`src/hw/rtl/sbas_pkg.sv`:
```
// sbas_pkg: shared types and codes for the signed BCD adder/subtractor.
// Holds sign, status and mode codes plus the control word passed along the digit chain.
// No dependencies.
`timescale 1ns / 1ps

package sbas_pkg;

  localparam int DIGITS_DEF = 8;
  localparam int MAG_W      = 32;
  localparam int DIG_W      = 4;

  typedef enum logic [1:0] {
    SGN_PLUS  = 2'd0,
    SGN_MINUS = 2'd1,
    SGN_ZERO  = 2'd2
  } sign_t;

  localparam logic [1:0] ST_OK    = 2'd0;
  localparam logic [1:0] ST_OVF   = 2'd1;
  localparam logic [1:0] ST_RANGE = 2'd2;

  typedef enum logic [1:0] {
    MODE_PASS_A,
    MODE_PASS_B,
    MODE_ADD,
    MODE_SUB
  } mode_t;

  // Per-beat control riding next to the digit vectors.
  typedef struct packed {
    mode_t mode;
    sign_t sgn_a;
    sign_t sgn_b;   // effective sign, already flipped for subtract
    logic  cy;      // decimal carry of a + b
    logic  bw_ab;   // borrow of a - b, i.e. a < b so far
    logic  bw_ba;   // borrow of b - a, i.e. b < a so far
    logic  eq;      // all digits so far equal
  } ctrl_t;

endpackage

```
`src/hw/rtl/signed_bcd_add_sub.sv`:
```
// signed_bcd_add_sub: sign-magnitude packed BCD adder/subtractor, top level.
// Decode register, a chain of DIGITS sbas_cell digit cells, sbas_result. Depends on sbas_pkg.
//
//   channel  | ports                                   | handshake
//   ---------+-----------------------------------------+----------------------------
//   request  | op, sign_a, mag_a, sign_b, mag_b        | start & !busy takes a beat
//   result   | res_sign, res_mag, status               | done, one cycle, no stall
//
// One beat accepted per cycle; busy stays low.
// Registered stages: decode register, one cell per digit, result register.
// Each cell resolves one digit's carry and borrows, so the chain length sets the latency.
// rst (synchronous) clears all valid flags; beats in flight are dropped.
// The receiver cannot stall: done lasts exactly one cycle per beat.
`timescale 1ns / 1ps

module signed_bcd_add_sub #(
  parameter int DIGITS = sbas_pkg::DIGITS_DEF
) (
  input  logic                       clk,
  input  logic                       rst,
  input  logic                       start,
  output logic                       busy,
  input  logic                       op,
  input  logic [1:0]                 sign_a,
  input  logic [sbas_pkg::MAG_W-1:0] mag_a,
  input  logic [1:0]                 sign_b,
  input  logic [sbas_pkg::MAG_W-1:0] mag_b,
  output logic                       done,
  output logic [1:0]                 res_sign,
  output logic [sbas_pkg::MAG_W-1:0] res_mag,
  output logic [1:0]                 status
);
  import sbas_pkg::*;

  localparam int MW = DIG_W * DIGITS;

  logic          vld  [DIGITS+1];
  ctrl_t         ctrl [DIGITS+1];
  logic [MW-1:0] va   [DIGITS+1];
  logic [MW-1:0] vb   [DIGITS+1];
  logic [MW-1:0] vsum [DIGITS+1];
  logic [MW-1:0] vdab [DIGITS+1];
  logic [MW-1:0] vdba [DIGITS+1];

  logic          accept;
  sign_t         sa, sb;
  ctrl_t         ctrl_next;
  logic [MW-1:0] ma, mb;

  assign busy   = 1'b0;
  assign accept = start && !busy;

  // digits above DIGITS are dropped; digits above the 32-bit field read as zero
  for (genvar j = 0; j < MW; j++) begin : g_in
    if (j < MAG_W) begin : g_bit
      assign ma[j] = mag_a[j];
      assign mb[j] = mag_b[j];
    end else begin : g_pad
      assign ma[j] = 1'b0;
      assign mb[j] = 1'b0;
    end
  end

  always_comb begin
    // code 3 reads as zero
    sa = sign_a[1] ? SGN_ZERO : sign_t'(sign_a);
    sb = sign_b[1] ? SGN_ZERO : sign_t'(sign_b);
    if (op && sb != SGN_ZERO) begin
      sb = (sb == SGN_PLUS) ? SGN_MINUS : SGN_PLUS;
    end
    ctrl_next.sgn_a = sa;
    ctrl_next.sgn_b = sb;
    ctrl_next.cy    = 1'b0;
    ctrl_next.bw_ab = 1'b0;
    ctrl_next.bw_ba = 1'b0;
    ctrl_next.eq    = 1'b1;
    priority if (sa == SGN_ZERO) begin
      ctrl_next.mode = MODE_PASS_B;
    end else if (sb == SGN_ZERO) begin
      ctrl_next.mode = MODE_PASS_A;
    end else if (sa == sb) begin
      ctrl_next.mode = MODE_ADD;
    end else begin
      ctrl_next.mode = MODE_SUB;
    end
  end

  always_ff @(posedge clk) begin
    if (rst) begin
      vld[0] <= 1'b0;
    end else begin
      vld[0] <= accept;
    end
    ctrl[0] <= ctrl_next;
    va[0]   <= ma;
    vb[0]   <= mb;
    vsum[0] <= '0;
    vdab[0] <= '0;
    vdba[0] <= '0;
  end

  for (genvar i = 0; i < DIGITS; i++) begin : g_cell
    sbas_cell #(
      .DIGITS (DIGITS),
      .IDX    (i)
    ) u_cell (
      .clk      (clk),
      .rst      (rst),
      .in_vld   (vld[i]),
      .in_ctrl  (ctrl[i]),
      .in_a     (va[i]),
      .in_b     (vb[i]),
      .in_sum   (vsum[i]),
      .in_dab   (vdab[i]),
      .in_dba   (vdba[i]),
      .out_vld  (vld[i+1]),
      .out_ctrl (ctrl[i+1]),
      .out_a    (va[i+1]),
      .out_b    (vb[i+1]),
      .out_sum  (vsum[i+1]),
      .out_dab  (vdab[i+1]),
      .out_dba  (vdba[i+1])
    );
  end

  sbas_result #(
    .DIGITS (DIGITS)
  ) u_result (
    .clk      (clk),
    .rst      (rst),
    .in_vld   (vld[DIGITS]),
    .in_ctrl  (ctrl[DIGITS]),
    .in_a     (va[DIGITS]),
    .in_b     (vb[DIGITS]),
    .in_sum   (vsum[DIGITS]),
    .in_dab   (vdab[DIGITS]),
    .in_dba   (vdba[DIGITS]),
    .done     (done),
    .res_sign (res_sign),
    .res_mag  (res_mag),
    .status   (status)
  );

  // every result beat traces back to an accepted request through the decode register, the cells and the result register
  a_done_latency: assert property (@(posedge clk) disable iff (rst)
    done |-> $past(accept, DIGITS + 2))
    else $error("signed_bcd_add_sub: result beat without matching request");

endmodule

```
`src/hw/rtl/sbas_cell.sv`:
```
// sbas_cell: one digit cell of the chain; handles digit IDX of a beat and registers it.
// Computes a+b, a-b and b-a digits with carry/borrow in. Depends on sbas_pkg.
`timescale 1ns / 1ps

module sbas_cell #(
  parameter int DIGITS = sbas_pkg::DIGITS_DEF,
  parameter int IDX    = 0,
  localparam int MW    = sbas_pkg::DIG_W * DIGITS
) (
  input  logic            clk,
  input  logic            rst,
  input  logic            in_vld,
  input  sbas_pkg::ctrl_t in_ctrl,
  input  logic [MW-1:0]   in_a,
  input  logic [MW-1:0]   in_b,
  input  logic [MW-1:0]   in_sum,
  input  logic [MW-1:0]   in_dab,
  input  logic [MW-1:0]   in_dba,
  output logic            out_vld,
  output sbas_pkg::ctrl_t out_ctrl,
  output logic [MW-1:0]   out_a,
  output logic [MW-1:0]   out_b,
  output logic [MW-1:0]   out_sum,
  output logic [MW-1:0]   out_dab,
  output logic [MW-1:0]   out_dba
);
  import sbas_pkg::*;

  localparam int LSB = DIG_W * IDX;

  logic [3:0]    da, db;
  logic [4:0]    s5, t_ab, t_ba;
  logic [3:0]    sd, dab_d, dba_d;
  logic          co, lt_ab, lt_ba;
  ctrl_t         ctrl_next;
  logic [MW-1:0] sum_next, dab_next, dba_next;

  always_comb begin
    da = in_a[LSB +: DIG_W];
    db = in_b[LSB +: DIG_W];

    // digits may exceed 9: fold once by ten, keep the low nibble
    s5 = {1'b0, da} + {1'b0, db} + {4'd0, in_ctrl.cy};
    co = (s5 > 5'd9);
    sd = co ? 4'(s5 - 5'd10) : s5[3:0];

    t_ab  = {1'b0, da} - {1'b0, db} - {4'd0, in_ctrl.bw_ab};
    t_ba  = {1'b0, db} - {1'b0, da} - {4'd0, in_ctrl.bw_ba};
    lt_ab = (da < db) || ((da == db) && in_ctrl.bw_ab);
    lt_ba = (db < da) || ((da == db) && in_ctrl.bw_ba);
    dab_d = lt_ab ? 4'(t_ab[3:0] + 4'd10) : t_ab[3:0];
    dba_d = lt_ba ? 4'(t_ba[3:0] + 4'd10) : t_ba[3:0];

    ctrl_next       = in_ctrl;
    ctrl_next.cy    = co;
    ctrl_next.bw_ab = lt_ab;
    ctrl_next.bw_ba = lt_ba;
    ctrl_next.eq    = in_ctrl.eq && (da == db);

    sum_next = in_sum;
    dab_next = in_dab;
    dba_next = in_dba;
    sum_next[LSB +: DIG_W] = sd;
    dab_next[LSB +: DIG_W] = dab_d;
    dba_next[LSB +: DIG_W] = dba_d;
  end

  always_ff @(posedge clk) begin
    if (rst) begin
      out_vld <= 1'b0;
    end else begin
      out_vld <= in_vld;
    end
    out_ctrl <= ctrl_next;
    out_a    <= in_a;
    out_b    <= in_b;
    out_sum  <= sum_next;
    out_dab  <= dab_next;
    out_dba  <= dba_next;
  end

  // a<b and b<a cannot both hold over the same digits
  a_bw_excl: assert property (@(posedge clk) disable iff (rst)
    out_vld |-> !(out_ctrl.bw_ab && out_ctrl.bw_ba))
    else $error("sbas_cell: both borrows set");

  a_eq_noborrow: assert property (@(posedge clk) disable iff (rst)
    (out_vld && out_ctrl.mode == MODE_SUB && out_ctrl.eq) |->
      (!out_ctrl.bw_ab && !out_ctrl.bw_ba))
    else $error("sbas_cell: equal digits with borrow");

endmodule

```
`src/hw/rtl/sbas_result.sv`:
```
// sbas_result: end of the chain; picks a passed operand, the sum or a difference, sets sign and status.
// Registers the result beat and its strobe. Depends on sbas_pkg.
`timescale 1ns / 1ps

module sbas_result #(
  parameter int DIGITS = sbas_pkg::DIGITS_DEF,
  localparam int MW    = sbas_pkg::DIG_W * DIGITS
) (
  input  logic                       clk,
  input  logic                       rst,
  input  logic                       in_vld,
  input  sbas_pkg::ctrl_t            in_ctrl,
  input  logic [MW-1:0]              in_a,
  input  logic [MW-1:0]              in_b,
  input  logic [MW-1:0]              in_sum,
  input  logic [MW-1:0]              in_dab,
  input  logic [MW-1:0]              in_dba,
  output logic                       done,
  output logic [1:0]                 res_sign,
  output logic [sbas_pkg::MAG_W-1:0] res_mag,
  output logic [1:0]                 status
);
  import sbas_pkg::*;

  sign_t            rs;
  logic [MW-1:0]    rm;
  logic [1:0]       st;
  logic [MAG_W-1:0] rm_out;

  always_comb begin
    rs = SGN_ZERO;
    rm = '0;
    st = ST_OK;
    unique case (in_ctrl.mode)
      MODE_PASS_B: begin
        rs = in_ctrl.sgn_b;
        rm = in_b;
      end
      MODE_PASS_A: begin
        rs = in_ctrl.sgn_a;
        rm = in_a;
      end
      MODE_ADD: begin
        rs = in_ctrl.sgn_a;
        rm = in_sum;
        if (in_ctrl.cy) begin
          st = ST_OVF;
        end
      end
      MODE_SUB: begin
        if (in_ctrl.eq) begin
          // equal magnitudes: zero for a single digit, else out of range
          if (DIGITS > 1) begin
            st = ST_RANGE;
          end
        end else begin
          rs = in_ctrl.bw_ab ? in_ctrl.sgn_b : in_ctrl.sgn_a;
          rm = in_ctrl.bw_ab ? in_dba : in_dab;
          if ((DIGITS > 1) && (rm[MW-1 -: DIG_W] == '0)) begin
            st = ST_RANGE;
          end
        end
      end
      default: begin
        rs = SGN_ZERO;
      end
    endcase
    if (st != ST_OK) begin
      rs = SGN_ZERO;
      rm = '0;
    end
  end

  // fit the internal magnitude to the 32-bit result field
  for (genvar j = 0; j < MAG_W; j++) begin : g_out
    if (j < MW) begin : g_bit
      assign rm_out[j] = rm[j];
    end else begin : g_pad
      assign rm_out[j] = 1'b0;
    end
  end

  always_ff @(posedge clk) begin
    if (rst) begin
      done <= 1'b0;
    end else begin
      done <= in_vld;
    end
    res_sign <= rs;
    res_mag  <= rm_out;
    status   <= st;
  end

  a_err_zero: assert property (@(posedge clk) disable iff (rst)
    (done && status != ST_OK) |-> (res_sign == SGN_ZERO && res_mag == '0))
    else $error("sbas_result: error beat with nonzero result");

  a_ovf_add: assert property (@(posedge clk) disable iff (rst)
    (in_vld && in_ctrl.mode != MODE_ADD) |=> (status != ST_OVF))
    else $error("sbas_result: overflow outside add");

endmodule
```
`config.mk`:
```
export PLATFORM = sky130hd
export DESIGN_NAME = signed_bcd_add_sub
export DESIGN_NICKNAME = d
export VERILOG_FILES = /design/src/hw/rtl/sbas_pkg.sv /design/src/hw/rtl/signed_bcd_add_sub.sv /design/src/hw/rtl/sbas_cell.sv /design/src/hw/rtl/sbas_result.sv
export SDC_FILE = /design/constraint.sdc
export NUM_CORES = 1
export LEC_CHECK = 0
export BUFFER_PORTS_ARGS = -buffer_cell sky130_fd_sc_hd__buf_2
export CORE_MARGIN = 5
export CORE_UTILIZATION = 47
export DETAILED_ROUTE_END_ITERATION = 16
export PLACE_DENSITY_LB_ADDON = 0.15
export SKIP_CTS_REPAIR_TIMING = 1
export SLEW_MARGIN = 20
export SYNTH_ARGS = -nofsm -noshare
export SYNTH_HDL_FRONTEND = slang
export SYNTH_SLANG_ARGS = --single-unit
```
`constraint.sdc`:
```
create_clock -name clk -period 3.1 [get_ports clk]
set_input_delay 0.62 -clock clk [delete_from_list [all_inputs] [get_ports clk]]
set_output_delay 0.62 -clock clk [all_outputs]
set_load 0.01 [all_outputs]
```
After elaboration in Yosys (flattened, before gate mapping)
Cells that the tools add are included.
{"block": "classes", "eq_ne": 15, "addsub": 69, "mux": 40, "magnitude_cmp": 24, "reduce_logical": 42}
{"cell": "$pmux W32 S4", "count": 1}
{"cell": "$mux W4", "count": 24}
{"cell": "$add A4 B4 Y4 const B", "count": 16}
{"cell": "$lt A4 B4 Y1", "count": 16}
{"cell": "$mux W32", "count": 2}
{"cell": "$sub A4 B4 Y4", "count": 16}
{"cell": "$sub A4 B1 Y4", "count": 14}
{"cell": "$add A4 B4 Y5", "count": 8}
{"cell": "$gt A5 B4 Y1 const B", "count": 8}
{"cell": "$add A5 B1 Y5", "count": 7}
{"cell": "$eq A4 B4 Y1", "count": 8}
{"cell": "$sub A4 B4 Y4 const B", "count": 8}
{"cell": "$logic_and A1 B1 Y1", "count": 22}
{"cell": "$logic_or A1 B1 Y1", "count": 14}
{"cell": "$mux W2", "count": 7}
{"cell": "$eq A2 B2 Y1 const B", "count": 4}
{"cell": "$pmux W2 S3", "count": 1}
{"cell": "$logic_not A2 Y1", "count": 2}
{"cell": "$logic_not A4 Y1", "count": 1}
{"cell": "$mux W1", "count": 4}
{"cell": "$pmux W2 S2", "count": 1}
{"cell": "$reduce_or A2 Y1", "count": 2}
{"cell": "$eq A2 B1 Y1 const B", "count": 1}
{"cell": "$eq A2 B2 Y1", "count": 1}
{"cell": "2 further kinds", "count": 2}
{"block": "totals", "ff_bits": 1139, "word_cells": 304}

Longest topological paths before layout
Gate-level depths: netlist (run 1).
{"block": "logic_depth", "ltp_word": 7, "ltp_mapped": 10, "ltp_nobuf": 10}

By module
From an unflattened synthesis (run 1), not the netlist that was laid out.
{"block": "unflattened", "hier_cells": 2559, "hier_area_um2": 38425.6}
{"mod": "sbas_cell at g_cell[0].u_cell ...", "n_inst": 4, "cells_per_inst": 277, "area_per_inst_um2": 4322.9}
{"mod": "sbas_cell at g_cell[5].u_cell ...", "n_inst": 2, "cells_per_inst": 276, "area_per_inst_um2": 4315.4}
{"mod": "sbas_cell at g_cell[1].u_cell", "n_inst": 1, "cells_per_inst": 277, "area_per_inst_um2": 4327.9}
{"mod": "sbas_cell at g_cell[7].u_cell", "n_inst": 1, "cells_per_inst": 276, "area_per_inst_um2": 4312.9}
{"mod": "sbas_result", "n_inst": 1, "cells_per_inst": 261, "area_per_inst_um2": 2356.0}
{"mod": "signed_bcd_add_sub", "n_inst": 1, "cells_per_inst": 85, "area_per_inst_um2": 1506.4}

Worst setup path after synthesis (run 1)
OpenSTA, ideal clock, no wires.
{"block": "synth_path", "path_type": "flip-flop to flip-flop", "start": "reg, netlist name g_cell[4].u_cell.out_b[20]", "end": "reg, netlist name g_cell[5].u_cell.out_dab[22]", "arrival_ns": 2.312, "setup_slack_ns": 0.667, "stages_incl_launch_ff": 10, "setup_ns": 0.121, "cell_sequence": "dfxtp_1 -> inv_1 -> fa_1 -> inv_1 -> ha_1 -> nor2_1 -> fa_1 -> inv_1 -> ha_1 -> mux2_2"}
{"block": "synth_between", "elab_chain_cells": 4, "word_cells_on_any_way": 8}
{"element": "$sub A4 B4 Y4 / $eq A4 B4 Y1 (equally long branches)", "line": "sbas_cell.sv:47, sbas_cell.sv:49"}
{"element": "$sub A4 B1 Y4 / $logic_and A1 B1 Y1 (equally long branches)", "line": "sbas_cell.sv:47, sbas_cell.sv:49"}
{"element": "$add A4 B4 Y4 / $logic_or A1 B1 Y1 (equally long branches)", "line": "sbas_cell.sv:51, sbas_cell.sv:49"}
{"element": "$mux W4 *", "line": "sbas_cell.sv:51", "source": "dab_d = lt_ab ? 4'(t_ab[3:0] + 4'd10) : t_ab[3:0];"}
{"element": "net g_cell[5].u_cell.dab_d[2]", "line": "sbas_cell.sv:33", "source": "logic [3:0] sd, dab_d, dba_d;"}
Mark *: on every way through the listed nets, which the timed path passes. The rest lies on a longest branch.
A chain may end at the register's enable or synchronous reset.

Worst setup path in the final report (run 1)
{"block": "layout_path", "start": "reg, netlist name g_cell[2].u_cell.out_b[12]", "end": "reg, netlist name g_cell[3].u_cell.out_dab[14]"}
{"block": "layout_between", "elab_chain_cells": 4, "word_cells_on_any_way": 8}
{"element": "$sub A4 B4 Y4 / $eq A4 B4 Y1 (equally long branches)", "line": "sbas_cell.sv:47, sbas_cell.sv:49"}
{"element": "$sub A4 B1 Y4 / $logic_and A1 B1 Y1 (equally long branches)", "line": "sbas_cell.sv:47, sbas_cell.sv:49"}
{"element": "$add A4 B4 Y4 / $logic_or A1 B1 Y1 (equally long branches)", "line": "sbas_cell.sv:51, sbas_cell.sv:49"}
{"element": "$mux W4 *", "line": "sbas_cell.sv:51"}
{"element": "net g_cell[3].u_cell.dab_d[2]", "line": "sbas_cell.sv:33"}
Marks and branches as above.

==> flow_summary.ini, run 1 <==
[drt]
drtIter0Drc = 432
firstDrtPassIters = 4
drtAntennaViolNets = 0
routedWlPerCell_um = 13.34
drcViolationCount = 0
wl_um = 42610
routed_via_density = 4.238
vias = 13541

[clocking]
cts_root_buf = clkbuf_16
clockBufferDepth = 3
clock_latency_ns = 0.64
cts_htree_levels = 3
cts_tree = yes
cts_buffers = 102
cts.sinks = 1123
clk_pin_slew_worst_paths_ns = 0.06

[logic_synthesis]
yosysUniqueCellTypes = 52
synth_cells = 2082
synth_ff_type = dfxtp_1
ys_async_sr_fraction = 0
yosysTopAreaCellShare = 0.7461
yosys.area.top_type = dfxtp_1
synth_edf_count = 0
ys_ff_latch = 1123
synth_area_mm2 = 0.03013
synth-seq-area-share = 0.7461
yosys_warnings = 0
syn-num-nets = 2341
syn_avg_cell_area_um2 = 14.47
synth_area_leaders = dfxtp_1 (75%), ha_1 (5.9%), fa_1 (3.0%)

[power_and_ir_drop]
p_leak_nw = 15.34
power.density_mw_per_mm2 = 953.9
p_sw_mw = 7.241
power_switching_share = 0.2162
combPwrFrac = 0.076
power.share.clock = 0.379
ir_drop_mv = 0.4966
seq_power_share = 0.545
cellInternalPower_mw = 26.26

[worst_setup_path]
path_class = reg -> reg
end_kind = register
cp.arrival_ns = 3.14
crit_path_start_kind = register
crit_path_max_fanout = 5
cp.required_ns = 3.63

[global_route]
grt_remaining_overflow = 0
antenna_found_initial = 0
grt_pass1_wl_um = 71770
grt.total_usage = 0.1257
grt_max_degree = 29
grt_pass1_vias = 14318

[place]
gp_congestion = 0.8209
place_hpwl_um = 27820
io_buffers = 108
dp.cells = 3006

[sta]
setup_tns_ns = 0
slew_headroom = 0.5758
period_share = 0.8405
finalSetupViolCount = 0
hold_viol_final = 0
report.final.slew_viol_count = 0
layout_min_cycle_time_ns = 2.606
tightest_slew_ns = 0.6348
finalClockSkew_ns = 0.01731
fmax_mhz = 383.8
rsz0062_at_grt = false

[finish]
area_growth_pct = 16.54
multi_input_area_mm2 = 0.006845
fillerInstances = 5143
drive_above_1_share = 0.1571
nNetsFinal = 2523
n_antenna_cell = 0
regArea_mm2 = 0.02248
fin_util = 0.5547
final_cells = 3195

[floorplanning]
die_h_um = 263.2
die_w_um = 263.2
row_count = 92
die_area_mm2 = 0.06928
ios = 110
start_util = 0.4759
core_area_mm2 = 0.06331

[min_path]
min_path_type = in -> reg

[status]
status = complete, no violations

[flow_run]
cap_violations = 0
[synthesized netlist by cell type (8+ instances only)]
cell type and n:
mux2_2 13, buf_6 8, o21a_1 8, xnor2_1 67, xor2_1 51, a221oi_2 20
buf_2 18, nor2_1 102, a21oi_1 52, inv_1 141, nor3_1 13, nand2b_1 58
mux2i_1 13, nor2b_1 21, nand3b_1 15, fa_1 45, dfxtp_1 1123, ha_1 142
nor3_2 24, o21ai_0 32, nand2_1 11
[cell usage in the layout, fill, tap and decap left out, drive strengths merged, types with 4 or more instances in the layout]
cell	instances
dfxtp	1123
inv	144
ha	142
clkbuf	140
buf	119
nor2	103
xnor2	67
nand2b	58
a21oi	52
xor2	51
fa	45
nor3	37
o21ai	33
clkinv	29
a221oi	27
nor2b	21
mux2	16
nand3b	15
mux2i	13
nand2	11
bufinv	11
o21a	8
nand3	7
a2bb2oi	7
o21ba	7
o31a	7
clkinvlp	7
o22ai	6
a211oi	6
nand4	5
o22a	5
a21o	5
a32oi	5
and3	4
[layout make-up]
type | instances | share of cell area
clock buffers | 140 | 0.08395
clock inverters | 49 | 0.01742
inverters | 142 | 0.01518
multi-input cells | 776 | 0.1949
flip-flops and latches | 1123 | 0.6403
well taps | 846 | 0.03014
repair buffers | 119 | 0.01810
[worst paths after layout]
check / cells past startpoint / end / slack, ns / from
max reg2reg: 9 / g_cell[3].u_cell.out_dab[14] / 0.49 / g_cell[2].u_cell.out_b[12]
min: 1 / va[262] / 0.07 / mag_a[6]
max: 9 / g_cell[3].u_cell.out_dab[14] / 0.49 / g_cell[2].u_cell.out_b[12]
min reg2reg: 0 / g_cell[6].u_cell.out_sum[0] / 0.31 / g_cell[5].u_cell.out_sum[0]
[sequential cells by signal, indices dropped and copies added (netlist names)]
signal,count
g_cell.u_cell.out_dab,136
va,32
g_cell.u_cell.out_dba,136
g_cell.u_cell.out_sum,144
ctrl,6
vb,32
vld,1
u_result.res_mag,32
g_cell.u_cell.out_ctrl,79
g_cell.u_cell.out_a,256
g_cell.u_cell.out_b,256
u_result.res_sign,2
u_result.done,1
g_cell.u_cell.out_vld,8
u_result.status,2
[metrics by stage]
| step | power (mW) | setup slack, ns | cell area, um^2 | hold slack [ns] |
|---|---|---|---|---|
| after floorplan | 20.23 | 0.6668 | 30130 | 0.3096 |
| after global placement | 21.05 | 0.6052 | 31560 | 0.3097 |
| after global routing | 35.21 | 0.3642 | 35120 | 0.02792 |
| final | 33.50 | 0.4944 | 35120 | 0.06915 |
| after detailed placement | 21.19 | 0.5191 | 31560 | 0.3121 |
| after CTS | 34.00 | 0.5149 | 35120 | 0.02058 |
[power groups by stage]
stage	Combinational [mW]	Clock, mW	Sequential (mW)
after floorplan	1.92	0	18.3
after global placement	2.52	0	18.5
after detailed placement	2.59	0	18.6
after CTS	2.61	13.1	18.3
after global routing	2.92	13.7	18.6
final	2.55	12.7	18.3
[routing by layer]
layer / up-vias / track usage / wire length [um]
met5: - / 0 / 0
met4: 0 / 0.04639 / 1346
met3: 113 / 0.02988 / 1481
met2: 192 / 0.2141 / 20610
met1: 6207 / 0.1567 / 19170
li1: 7029 / - / -
[critical path, cell delays in order (launching register included)]
cell     delay, ns
dfxtp_1       0.46
inv_1         0.09
fa_1          0.55
inv_1         0.05
ha_1          0.18
nor2_1        0.13
fa_1          0.46
inv_1         0.08
ha_1          0.22
mux2_2        0.26
[kinds of logic (layout without fill, tap and decap cells)]
| group | Yosys count | after routing | share of synthesized area |
|---|---|---|---|
| fa+ha+maj | 187 | 187 | 0.08886 |
| other cells | 1 | 1 | 0.0001244 |
| buf+inv | 183 | 450 | 0.02691 |
| compound gates | 172 | 172 | 0.04360 |
| flops | 1123 | 1123 | 0.7461 |
| simple gates | 269 | 269 | 0.04983 |
| mux | 29 | 29 | 0.01030 |
| xor+xnor | 118 | 118 | 0.03430 |
(Power assumes the default switching activity.)
==> run 2: changes to the inputs <==
Settings changed: ABC_AREA set to 1.
Clock period 3.1 ns to 2.6 ns, I/O delays scaled along.
==> flow_summary.ini, run 2 <==
[worst_setup_path]
path_class = reg -> reg
cp.required_ns = 3.13
end_kind = register
crit_chain = inv_2, fa_1, inv_1, ha_2, or2_2, inv_2, fa_1, inv_1, ha_2, nand2_1, nand2_1
slowest_delay_ns = 0.57
crit_path_max_fanout = 4
cp_slowest_cell = fa_1
crit_path_start_kind = register
cp.arrival_ns = 3.04

[drt]
drcViolationCount = 0
routedWlPerCell_um = 12.40
drtIter0Drc = 527
wl_um = 46280
drtAntennaViolNets = 0
firstDrtPassIters = 5
routed_via_density = 4.255
vias = 15876

[finish]
fin_util = 0.5678
area_growth_pct = 19.37
final_common_cell = dfxtp_1
nNetsFinal = 3051
final_cells = 3731
fillerInstances = 5334
layout_common_cells = dfxtp_1 (1113), nand2_1 (459), inv_1 (275)
fin_area_mm2 = 0.03667
drive_above_1_share = 0.1294
top_regs = g_cell.u_cell.out_a (256), g_cell.u_cell.out_b (256), g_cell.u_cell.out_sum (144)

[clocking]
cts_buffers = 102
cts_root_buf = clkbuf_16
clk_pin_slew_worst_paths_ns = 0.06
cts_htree_levels = 3
cts.sinks = 1123
cts_tree = yes
clock_latency_ns = 0.64
clockBufferDepth = 3

[sta]
finalClockSkew_ns = 0.01685
hold_viol_final = 0
slew_headroom = 0.6212
finalSetupViolCount = 0
report.final.slew_viol_count = 0
layout_min_cycle_time_ns = 2.506
tightest_slew_ns = 0.5674
period_share = 0.9638
fmax_mhz = 399.1

[place]
gp_congestion = 0.8018
place_hpwl_um = 30780
io_buffers = 108
placed_area_mm2 = 0.03224
dp.cells = 3470

[logic_synthesis]
yosysUniqueCellTypes = 30
ys_ff_latch = 1123
yosys_warnings = 0
syn_avg_cell_area_um2 = 12.12
synth_ff_type = dfxtp_1
synth-seq-area-share = 0.7319
synth.most_common_cell = dfxtp_1
synth_area_mm2 = 0.03072
ys_async_sr_fraction = 0
yosys.area.top_type = dfxtp_1
yosysTopAreaCellShare = 0.7319
synth_commonest_cells = dfxtp_1 (1123), nand2_1 (461), inv_1 (289)
synth_cells = 2534
syn-num-nets = 2793
synth_area_leaders = dfxtp_1 (73%), ha_1 (5.8%), nand2_1 (5.6%)
synth_edf_count = 0

[floorplanning]
core_area_mm2 = 0.06458
row_count = 93
die_w_um = 265.6
die_h_um = 265.6
start_util = 0.4756
die_area_mm2 = 0.07056
ios = 110

[flow_run]
cap_violations = 0

[power_and_ir_drop]
cellInternalPower_mw = 31.50
p_leak_nw = 17.10
power.density_mw_per_mm2 = 1104
power_switching_share = 0.2217
p_sw_mw = 8.973
combPwrFrac = 0.089
seq_power_share = 0.527
ir_drop_mv = 0.6612
power.share.clock = 0.384

[global_route]
use_met2 = 0.2260
grt_remaining_overflow = 0
grtUsageMet3 = 0.03006
busiest_layer = met2
grt_pass1_vias = 15844
grt_max_degree = 32
antenna_found_initial = 3
grtUsageMet1 = 0.1631
grt_pass1_wl_um = 76920
grt.total_usage = 0.1326

[min_path]
min_path_type = in -> reg

[status]
status = complete, no violations
-- run 2: changes by cell type after synthesis, moves of 13 or more --
cell | before | now
nor3_2 | 24 | 0
nand2b_1 | 58 | 0
inv_1 | 141 | 289
nand2_1 | 11 | 461
xnor2_1 | 67 | 30
nor2b_1 | 21 | 0
nand3_1 | 7 | 142
nor2_1 | 102 | 68
mux2_2 | 13 | 0
mux2i_1 | 13 | 0
a221oi_2 | 20 | 0
-- run 2: routing by layer --
metal,vias to the layer above,part of all wire
met1,7218,0.44
met3,109,0.038
met4,0,0.036
li1,8308,-
met5,-,0
met2,241,0.49
-- run 2: cell type report --
cell class	instances	area [um^2]	share of cell area
flip-flops and latches	1123	22500	0.6138
multi-input cells	1081	6958	0.1898
clock buffers	147	2973	0.08108
repair buffers	194	1386	0.03781
inverters	290	1091	0.02976
well taps	855	1070	0.02918
clock inverters	40	681.9	0.01860
diodes	1	2.502	0.00006825
-- run 2: cell families after synthesis --
kind of cell	share of synthesized area
flip-flops	0.7319
AND/OR/NAND/NOR	0.09727
buffers and inverters	0.04342
adder cells (fa/ha/maj)	0.08717
AO/OA/AOI/OAI	0.02041
XOR/XNOR	0.01967
other	0.0001221
-- run 2: worst max-delay path, delay by kind of cell, from the launching register on --
kind	cells	cell delay, ns
adder cells (fa/ha/maj)	4	1.42
AND/OR/NAND/NOR	3	0.37
flip-flops	1	0.36
buffers and inverters	4	0.24
-- run 2: power by group through the flow --
stage          clock network, mW  logic [mW]  registers, mW
6_report                    15.5        3.59           21.3
5_1_grt                     16.8        4.17           21.7
4_1_cts                     16.0        3.48           21.4
3_5_place_dp                   0        3.46           21.8
3_3_place_gp                   0        3.33           21.7
2_1_floorplan                  0        2.51           21.5
-- run 2: path summary, 6_finish.rpt --
kind,start,to,slack [ns],cells after the start
hold reg to reg,g_cell[1].u_cell.out_b[12],g_cell[2].u_cell.out_b[12],0.32,0
setup / recovery,g_cell[1].u_cell.out_a[8],g_cell[2].u_cell.out_dba[10],0.09,11
hold / removal,mag_a[12],va[268],0.06,1
setup reg to reg,g_cell[1].u_cell.out_a[8],g_cell[2].u_cell.out_dba[10],0.09,11
-- run 2: through the flow --
| step | worst slack [ns] | TNS, ns | power, mW | hold WS (ns) |
|---|---|---|---|---|
| 3_5_place_dp | 0.006820 | 0 | 25.23 | 0.3121 |
| 6_report | 0.09420 | 0 | 40.48 | 0.05594 |
| 5_1_grt | -0.001814 | -0.002079 | 42.66 | 0.01193 |
| 4_1_cts | -0.002472 | -0.002472 | 40.90 | -0.07468 |
| 3_3_place_gp | 0.04291 | 0 | 25.01 | 0.3095 |
| 2_1_floorplan | 0.09389 | 0 | 24.01 | 0.3096 |
